## config.mk

```make
export PLATFORM = sky130hd
export DESIGN_NAME = multi_port_input_debouncer
export DESIGN_NICKNAME = d
export VERILOG_FILES = /design/src/hw/rtl/mpid_pkg.sv /design/src/hw/rtl/multi_port_input_debouncer.sv
export VERILOG_INCLUDE_DIRS = /design/src /design/src/hw/rtl
export SDC_FILE = /design/constraint.sdc
export NUM_CORES = 1
export LEC_CHECK = 0
export CAP_MARGIN = 15
export CORE_ASPECT_RATIO = 0.5
export CORE_UTILIZATION = 60
export DETAILED_ROUTE_END_ITERATION = 10
export DONT_BUFFER_PORTS = 1
export PLACE_DENSITY = 0.8
export RECOVER_POWER = 100
export SYNTH_ARGS = -nofsm -noshare
export SYNTH_HDL_FRONTEND = slang
export SYNTH_SLANG_ARGS = --single-unit
```

## constraint.sdc

```tcl
create_clock -name clk -period 7.9 [get_ports clk]
set_input_delay 0.79 -clock clk [delete_from_list [all_inputs] [get_ports clk]]
set_output_delay 0.79 -clock clk [all_outputs]
set_load 0.005 [all_outputs]
```

## src/hw/rtl/multi_port_input_debouncer_defines.svh

```systemverilog
// assertion macros for the multi-port input debouncer
`ifndef MULTI_PORT_INPUT_DEBOUNCER_DEFINES_SVH
`define MULTI_PORT_INPUT_DEBOUNCER_DEFINES_SVH

// same-cycle implication
`define MPID_ASSERT_NOW(label, ante, cons, msg) \
  label: assert property (@(posedge clk) disable iff (rst) (ante) |-> (cons)) else $error(msg);

// next-cycle implication
`define MPID_ASSERT_NEXT(label, ante, cons, msg) \
  label: assert property (@(posedge clk) disable iff (rst) (ante) |=> (cons)) else $error(msg);

`endif

```

## src/hw/rtl/mpid_pkg.sv

```systemverilog
// types, codes and constants of the multi-port input debouncer
`timescale 1ns / 1ps

package mpid_pkg;

  localparam int DEFAULT_NUM_PORTS   = 32;
  localparam int DEFAULT_SUBSCRIBERS = 4;

  localparam int PORT_W   = 5;
  localparam int HOLD_W   = 16;
  localparam int PERIOD_W = 8;
  localparam int COUNT_W  = 17;
  localparam int NOTIFY_W = 4;

  localparam logic [PERIOD_W-1:0] RESET_PERIOD = 8'd40;

  localparam logic [1:0] OP_SAMPLE   = 2'd0;
  localparam logic [1:0] OP_INSTALL  = 2'd1;
  localparam logic [1:0] OP_STATUS   = 2'd2;
  localparam logic [1:0] OP_RESERVED = 2'd3;

  localparam logic [1:0] EDGE_NONE = 2'd0;
  localparam logic [1:0] EDGE_RISE = 2'd1;
  localparam logic [1:0] EDGE_FALL = 2'd2;

  localparam logic [1:0] INST_NONE      = 2'd0;
  localparam logic [1:0] INST_OK        = 2'd1;
  localparam logic [1:0] INST_EMPTY_MODE = 2'd2;
  localparam logic [1:0] INST_FULL      = 2'd3;

  typedef struct packed {
    logic [1:0]        operation;
    logic [PORT_W-1:0] port;
    logic              level;
    logic              bypass_filter;
    logic [HOLD_W-1:0] hold_high_ms;
    logic [HOLD_W-1:0] hold_low_ms;
    logic [1:0]        trigger_mode;
  } request_t;

  typedef struct packed {
    logic [1:0]          edge_event;
    logic [PORT_W-1:0]   event_port;
    logic [NOTIFY_W-1:0] notify_mask;
    logic [1:0]          install_result;
    logic                instant_level;
    logic                filtered_level;
  } result_t;

endpackage

```

## src/hw/rtl/multi_port_input_debouncer.sv

```systemverilog
// Per-port debounce filter with edge subscribers. Takes one request per clock cycle
// while the result is not stalled: at acceptance the addressed port's state is read
// from a state memory with one read and one write port into a register (with
// forwarding from the write of the request just ahead), and when the request advances
// the hold counter, the filtered level and the subscriber slots are updated, the port's
// state is written back and the result register is loaded. A stalled result holds the
// request behind it. Per-port valid bits cleared by reset make every port read as zero
// state right after reset, so no clearing pass is needed. The sample period register is
// written through the cfg channel, which is always ready.
`timescale 1ns / 1ps
`include "multi_port_input_debouncer_defines.svh"

module multi_port_input_debouncer #(
  parameter int NUM_PORTS   = mpid_pkg::DEFAULT_NUM_PORTS,
  parameter int SUBSCRIBERS = mpid_pkg::DEFAULT_SUBSCRIBERS
) (
  input  logic                          clk,
  input  logic                          rst,
  input  logic                          request_valid,
  output logic                          request_stall,
  input  mpid_pkg::request_t            request,
  output logic                          result_valid,
  input  logic                          result_stall,
  output mpid_pkg::result_t             result,
  input  logic                          cfg_valid,
  output logic                          cfg_ready,
  input  logic [mpid_pkg::PERIOD_W-1:0] cfg_data
);

  localparam int AW = (NUM_PORTS > 1) ? $clog2(NUM_PORTS) : 1;
  localparam int WW = AW + mpid_pkg::PORT_W;
  localparam int MW = 2 * SUBSCRIBERS;

  typedef struct packed {
    logic [MW-1:0]                modes;
    logic                         qual;
    logic [mpid_pkg::COUNT_W-1:0] count;
    logic                         prev;
  } entry_t;

  logic [mpid_pkg::PERIOD_W-1:0] period;

  logic               request_accept;
  logic               out_open;
  logic               s1_valid;
  logic               s1_advance;
  mpid_pkg::request_t s1;

  logic [WW-1:0] req_port_wide;
  logic [AW-1:0] req_addr;
  logic [WW-1:0] s1_port_wide;
  logic [AW-1:0] s1_addr;
  logic          s1_in_range;

  entry_t                 mem [NUM_PORTS];
  logic [NUM_PORTS-1:0]   vld;
  entry_t                 rd_mem;
  logic                   rd_vld;
  logic                   rd_fwd;
  entry_t                 fwd_data;
  entry_t                 cur;

  logic   wr_en;
  entry_t entry_next;

  logic [mpid_pkg::HOLD_W-1:0]  hold_sel;
  logic [mpid_pkg::HOLD_W-1:0]  hold;
  logic [mpid_pkg::COUNT_W-1:0] count_sum;
  logic [1:0]                   edge_code;
  logic [SUBSCRIBERS-1:0]       mask;
  logic                         slot_found;
  mpid_pkg::result_t            result_next;

  assign cfg_ready = 1'b1;

  always_ff @(posedge clk) begin
    if (rst) begin
      period <= mpid_pkg::RESET_PERIOD;
    end else if (cfg_valid && cfg_ready) begin
      period <= cfg_data;
    end
  end

  // handshake
  assign out_open       = !result_valid || !result_stall;
  assign s1_advance     = s1_valid && out_open;
  assign request_stall  = s1_valid && !out_open;
  assign request_accept = request_valid && !request_stall;

  assign req_port_wide = WW'(request.port);
  assign req_addr      = req_port_wide[AW-1:0];
  assign s1_port_wide  = WW'(s1.port);
  assign s1_addr       = s1_port_wide[AW-1:0];
  assign s1_in_range   = s1_port_wide < WW'(NUM_PORTS);

  always_ff @(posedge clk) begin
    if (rst) begin
      s1_valid <= 1'b0;
    end else if (request_accept) begin
      s1_valid <= 1'b1;
    end else if (s1_advance) begin
      s1_valid <= 1'b0;
    end
  end

  always_ff @(posedge clk) begin
    if (request_accept) begin
      s1 <= request;
    end
  end

  // state memory
  always_ff @(posedge clk) begin
    if (wr_en) begin
      mem[s1_addr] <= entry_next;
    end
  end

  always_ff @(posedge clk) begin
    if (request_accept) begin
      rd_mem <= mem[req_addr];
    end
  end

  always_ff @(posedge clk) begin
    if (rst) begin
      vld <= '0;
    end else if (wr_en) begin
      vld[s1_addr] <= 1'b1;
    end
  end

  always_ff @(posedge clk) begin
    if (request_accept) begin
      rd_vld   <= vld[req_addr];
      rd_fwd   <= wr_en && (s1_addr == req_addr);
      fwd_data <= entry_next;
    end
  end

  assign cur = rd_fwd ? fwd_data : (rd_vld ? rd_mem : '0);

  // update
  assign hold_sel  = s1.level ? s1.hold_high_ms : s1.hold_low_ms;
  assign hold      = (hold_sel == '0) ? mpid_pkg::HOLD_W'(period) : hold_sel;
  assign count_sum = cur.count + mpid_pkg::COUNT_W'(period);

  always_comb begin
    entry_next = cur;
    wr_en      = 1'b0;
    edge_code  = mpid_pkg::EDGE_NONE;
    mask       = '0;
    slot_found = 1'b0;
    result_next                = '0;
    result_next.event_port     = s1.port;
    unique case (s1.operation)
      mpid_pkg::OP_SAMPLE: begin
        if (s1_in_range) begin
          wr_en = s1_advance;
          if (s1.bypass_filter) begin
            entry_next.prev = s1.level;
            entry_next.qual = s1.level;
          end else if (s1.level != cur.prev) begin
            entry_next.count = '0;
            entry_next.prev  = s1.level;
          end else if (cur.count < mpid_pkg::COUNT_W'(hold)) begin
            entry_next.count = count_sum;
            if (count_sum >= mpid_pkg::COUNT_W'(hold)) begin
              entry_next.qual = s1.level;
            end
          end
          if (entry_next.qual != cur.qual) begin
            edge_code = entry_next.qual ? mpid_pkg::EDGE_RISE : mpid_pkg::EDGE_FALL;
            for (int s = 0; s < SUBSCRIBERS; s++) begin
              mask[s] = |(cur.modes[2*s +: 2] & edge_code);
            end
          end
        end
        result_next.edge_event  = edge_code;
        result_next.notify_mask = mpid_pkg::NOTIFY_W'(mask);
      end
      mpid_pkg::OP_INSTALL: begin
        if (s1.trigger_mode == 2'd0) begin
          result_next.install_result = mpid_pkg::INST_EMPTY_MODE;
        end else if (!s1_in_range) begin
          result_next.install_result = mpid_pkg::INST_FULL;
        end else begin
          for (int s = 0; s < SUBSCRIBERS; s++) begin
            if (!slot_found && cur.modes[2*s +: 2] == 2'd0) begin
              entry_next.modes[2*s +: 2] = s1.trigger_mode;
              slot_found                 = 1'b1;
            end
          end
          wr_en = s1_advance && slot_found;
          result_next.install_result = slot_found ? mpid_pkg::INST_OK : mpid_pkg::INST_FULL;
        end
      end
      mpid_pkg::OP_STATUS: begin
        result_next.install_result = mpid_pkg::INST_NONE;
      end
      default: begin
        result_next.install_result = mpid_pkg::INST_NONE;
      end
    endcase
    if (s1_in_range && s1.operation != mpid_pkg::OP_RESERVED) begin
      result_next.instant_level  = entry_next.prev;
      result_next.filtered_level = entry_next.qual;
    end
  end

  // result register
  always_ff @(posedge clk) begin
    if (rst) begin
      result_valid <= 1'b0;
    end else if (s1_advance) begin
      result_valid <= 1'b1;
    end else if (!result_stall) begin
      result_valid <= 1'b0;
    end
  end

  always_ff @(posedge clk) begin
    if (s1_advance) begin
      result <= result_next;
    end
  end

  `MPID_ASSERT_NOW(a_edge_not_install,
    result_valid && result.edge_event != mpid_pkg::EDGE_NONE,
    result.install_result == mpid_pkg::INST_NONE, "edge reported on an install result")
  `MPID_ASSERT_NOW(a_mask_needs_edge, result_valid && result.notify_mask != '0,
    result.edge_event != mpid_pkg::EDGE_NONE, "notify mask without an edge")
  `MPID_ASSERT_NEXT(a_advance_fills_out, s1_advance, result_valid, "advanced request lost")
  `MPID_ASSERT_NOW(a_stall_needs_busy, request_stall, s1_valid && result_valid,
    "stall with empty pipeline")

endmodule
```

==> flow_summary.yaml, run 1 <==
critical_path:
  arrival_ps: 6930
  crit_fanout: 37
  worst_setup_path_end_kind: "register"
  cp-start-kind: "register"
  path_class: "register to register"
  cp.required_ps: 8170
sta:
  slew_headroom_pct: -132
  period_minus_slack_ps: 6660
  rsz0062_at_grt: "false"
  worstMarginPinSlew_ps: 3470
  setup_viol: 0
  timing_hold_violations_final: 0
  setup_tns_ps: 0
  fmax_mhz: 150
  clock_skew_ps: 36.4
  final_max_slew_viol_count: 1007
  finalCritPeriodShare_pct: 84.3
cts:
  clock_latency_ps: 670
  ctsResizeCount: 0
  cts-hold-fix-buffers: 0
  cts.sinks: 1020
  cts_tree: "built"
  clockBufferDepth: 3
  cts_made_buffers: 85
  cts-root-buf: "clkbuf_16"
  htree_levels: 3
  clk_pin_slew_ps: 70
  post-cts-setup-buffers: 0
place:
  hpwl_microns: 52500
  io_buffers: 0
  place_congestion: 0.932
  placedCellCount: 2728
global_routing:
  grt_pass1_wl_microns: 156000
  grt_antenna_before_repair: 3
  grt_usage_pct: 33.0
  first_global_vias: 21325
  overflow: 0
  grt_max_degree: 227
yosys:
  post_synth_num_cell_types: 67
  synth-simple-area-share_pct: 2.65
  yosys.area_share.xor_xnor_pct: 0.456
  yosysMostFrequentCell: "edfxtp_1"
  yosysSeqAreaShare_pct: 74.8
  synth.largest_area_cell: "edfxtp_1"
  syn_inst: 1895
  netlist_area_sq_um: 40400
  synth_top_family_by_area: "multiplexers"
  synth_top_area_share_pct: 72.8
  synth_common_cells: "edfxtp_1, mux4_2, nor2_1"
  syn_nets: 1992
  synth_compound_area_share_pct: 2.77
  synth_seq_cells: 1020
  ys_warn_count: 0
  syn_avg_cell_area_sq_um: 21.3
  synth_area_leaders: "edfxtp_1, mux4_2, dfxtp_1"
  synthAdderAreaFrac_pct: 1.29
  synth_edf_count: 978
  synthFlopType: "edfxtp_1"
  async_reset_ff_share_pct: 0
  synth_mux_area_share_pct: 16.9
routing:
  drt_iter0_drc: 3674
  drc: 0
  vias: 21142
  antenna_left: 0
  wl_per_cell_microns: 38.2
  via_per_inst: 7.32
  dr.pass1.iters: 6
  drt_wl_total_microns: 111000
cells_and_area:
  final_layout_size_suffix_gt1_share_pct: 23.0
  fin_cells: 2890
  area.growth.synth_to_final_pct: 9.41
  nFillCells: 3819
  fin_nets: 2038
worst_hold_path:
  hold_class: "input pin to register"
pwr:
  p_leak_nw: 14.0
  power_frac_seq_pct: 55.9
  powerDensity_nw_per_um2: 247
  clkPwrFrac_pct: 39.0
  ir_worst_vdd_v: 0.000159
  p_int_mw: 8.58
  p_sw_mw: 2.33
  combPwrFrac_pct: 5.2
  p_sw_share_pct: 21.4
job:
  cap_violations: 42
die:
  dieArea_sq_um: 68400
  die_height_microns: 185
  die_x_microns: 369
  initial_core_util_pct: 61.4
  rows: 66
  design.core.area_sq_um: 65700
  io-pin-count: 74
status:
  status: "finished, violations left"
  violations: "max-capacitance violations, max-slew violations"
critical path, stage by stage, from the launching register on:
cell,delay [ps]
edfxtp_1,320
clkbuf_1,1380
mux2i_1,560
nand4_1,270
a21oi_1,560
a221oi_1,260
ha_1,440
a21oi_1,150
o21ai_0,120
a221oi_1,310
o21a_2,250
o21ai_4,140
or3_1,520
o31ai_4,980
flip-flops by register name, indices dropped and copies added (netlist names):
register / flops
s1_valid: 1
period: 8
mem: 864
rd_fwd: 1
vld: 32
result: 15
rd_vld: 1
rd_mem: 27
fwd_data: 27
s1: 38
result_valid: 1
s1_addr: 5
path summary, 6_finish.rpt:
kind                            startpoint    endpoint  slack (ps)  cells after the start
worst min-delay path                   rst   period[4]         210                      1
worst max-delay path                s1[35]  mem[1][10]        1240                     13
worst max register to register      s1[35]  mem[1][10]        1240                     13
worst min register to register     vld[16]     vld[16]         470                      2
power by group through the flow:
stage               clock, mW  sequential, mW  combinational (mW)
CTS                      4.27            6.09               0.558
floorplan                   0            6.18               0.455
finish                   4.25            6.10               0.564
global placement            0            6.20               0.522
detailed placement          0            6.20               0.537
global route             4.46            6.09               0.592
layout make-up:
cell class / count / area, sq um / share of cell area (%)
sequential: 1020 / 30200 / 68.4
clock buffer: 108 / 2330 / 5.27
antenna: 1 / 2.50 / 0.00567
clock inverter: 43 / 377 / 0.853
multi-input combinational: 769 / 9820 / 22.2
tap: 884 / 1110 / 2.50
inverter: 11 / 41.3 / 0.0935
timing repair buffer: 54 / 278 / 0.629
through the flow:
step	setup WS (ps)	area [sq um]	hold slack [ps]	util, %	total power, mW
3_3_place_gp	2580	41700	444	63.5	6.73
2_1_floorplan	1930	40400	424	-	6.64
4_1_cts	2320	44400	179	67.6	10.9
5_1_grt	975	44200	195	67.2	11.1
3_5_place_dp	2410	41700	455	63.5	6.74
6_report	1240	44200	209	67.2	10.9
cells in the final DEF, fill, tap and decap left out, types with 12 or more instances in the layout:
cell / instances
edfxtp_1: 978
mux4_2: 280
nor2_1: 91
clkbuf_16: 89
clkbuf_1: 60
dfxtp_1: 42
ha_1: 40
a21oi_1: 37
o21ai_0: 31
nand2_1: 30
a22o_1: 22
mux2i_1: 17
clkinv_2: 17
mux2_1: 16
clkinv_1: 15
nor3_1: 14
xnor2_1: 13
mux2_2: 13
nor2b_1: 12
nor2_4: 12
cells by family after synthesis:
group	after synthesis
multiplexers	326
adder cells (fa/ha/maj)	41
other	1
flip-flops	1020
buffers and inverters	106
XOR/XNOR	21
AND/OR/NAND/NOR	220
AO/OA/AOI/OAI	160
metal layers:
layer	global-route usage, %	vias up	share of wire, %
met3	8.87	351	14
met2	52.2	1917	47
met4	14.7	4	4.8
met1	43.8	10864	34
li1	-	8006	-
met5	0	-	0.019
Power figures use the tool's default switching activity.
==> run 2: changes to the inputs <==
CORE_UTILIZATION = 57   (was 60)
PLACE_DENSITY = 0.79   (was 0.8)
clock period = 5.9 ns   (was 7.9 ns; I/O delays follow)
==> flow_summary.yaml, run 2 (synthesis gave the netlist of run 1 again) <==
status:
  status: "finished, violations left"
  violations: "max-capacitance violations, max-slew violations"
sta:
  setup_tns_ps: 0
  fmax_mhz: 178
  clock_skew_ps: 35.0
  worstMarginPinSlew_ps: 3670
  fin_hold_ws_ps: 15.5
  finalCritPeriodShare_pct: 95.1
  final_max_slew_viol_count: 240
  setup_viol: 0
  timing_hold_violations_final: 0
  period_minus_slack_ps: 5610
  slew_headroom_pct: -145
  rsz0062_at_grt: "false"
pwr:
  powerDensity_nw_per_um2: 326
  p_leak_nw: 14.1
  ir_worst_vdd_v: 0.000242
critical_path:
  cp-start-kind: "register"
  worst_setup_path_end_kind: "register"
  rr_endpoint: "mem[13][13]"
  path_cells: "clkbuf_1 -> o21ai_0 -> a41oi_1 -> o211ai_1 -> or3_1 -> nor2_2 -> clkbuf_2"
  arrival_ps: 5920
  critPathSlowestCell: "nor2_2"
  path_class: "register to register"
  cp_slowest_stage_delay_ps: 1190
  crit_fanout: 29
  path_depth: 7
  path_delay_family: "simple AND/OR/NAND/NOR gates"
  r2r_cells: 7
  rrSetupSlack_ps: 290
  reg2reg_from: "rd_fwd"
  crit_buf_inv: 2
  cp.required_ps: 6210
routing:
  drt_wl_total_microns: 106000
  antenna_left: 0
  dr.pass1.iters: 6
  wl_per_cell_microns: 35.8
  via_per_inst: 6.99
  vias: 20717
  drt_iter0_drc: 2948
  drc: 0
cts:
  cts-root-buf: "clkbuf_16"
  clock_latency_ps: 670
  clk_pin_slew_ps: 70
  cts_made_buffers: 85
  htree_levels: 3
  cts-hold-fix-buffers: 2
  cts.sinks: 1020
  cts_tree: "built"
  post-cts-setup-buffers: 0
  clockBufferDepth: 3
  ctsResizeCount: 0
cells_and_area:
  final_cell_mix: "edfxtp_1, mux4_2, clkbuf_16, nor2_1, dfxtp_1"
  antenna_cells: 0
  final_common_cell: "edfxtp_1"
  final_layout_size_suffix_gt1_share_pct: 25.3
  final_util_pct: 63.8
  reg_top3: "mem (864), s1 (38), vld (32)"
  largest_register: "mem"
  largest_reg_flops: 864
  fin_nets: 2048
  nFillCells: 4303
  area.growth.synth_to_final_pct: 9.92
die:
  initial_core_util_pct: 58.1
  die_x_microns: 378
  io-pin-count: 74
  dieArea_sq_um: 71900
  design.core.area_sq_um: 69500
  rows: 68
  die_height_microns: 190
global_routing:
  grt_usage_pct: 30.2
  grt_pass1_wl_microns: 151000
  grt_max_degree: 227
  grt_antenna_before_repair: 3
  overflow: 0
  first_global_vias: 21082
worst_hold_path:
  whs_endpoint: "period[2]"
  hold_class: "input pin to register"
  whs_path_depth: 1
  hp-start: "rst"
place:
  place_congestion: 0.881
  hpwl_microns: 53900
  io_buffers: 0
job:
  cap_violations: 7
==> run 2: routing by layer <==
metal / global-route usage, % / routed length [microns] / vias to the layer above
li1: - / - / 8049
met1: 39.4 / 36300 / 10705
met5: 0 / 39 / -
met3: 7.72 / 13200 / 309
met4: 12.9 / 5180 / 6
met2: 48.7 / 51300 / 1648
==> run 2: worst max path at each step <==
stage / startpoint / end / slack (ps)
after floorplan: result_stall / fwd_data[0] / 130
final: rd_fwd / mem[13][13] / 290
after global placement: rd_vld / mem[22][18] / 870
after global routing: rd_fwd / fwd_data[14] / 170
after CTS: rd_vld / mem[22][18] / 730
after detailed placement: rd_vld / mem[23][18] / 780
==> run 2: power breakdown <==
part / internal, mW / switching (mW)
clock network: 2.92 / 2.63
logic: 0.323 / 0.446
registers: 8.10 / 0.0576
total: 11.3 / 3.13
==> run 2: final cells by class <==
type                       instances  area, sq um  area share, %
clock buffer                     103         2220           4.99
clock inverter                    50          428          0.965
multi-input combinational        769         9910           22.3
sequential                      1020        30200           68.1
inverter                          11         41.3         0.0931
tap                              945         1180           2.67
timing repair buffer              64          379          0.855
==> run 2: stage by stage <==
step                      power (mW)  cells  setup WS [ps]  cell area [sq um]
final                           14.5   2962            290              44400
after global routing            14.8   2962            171              44400
after CTS                       14.5   2954            729              44500
after detailed placement        9.04   2799            782              41900
after global placement          9.01   2799            869              41900
after floorplan                 8.89   1895            135              40400
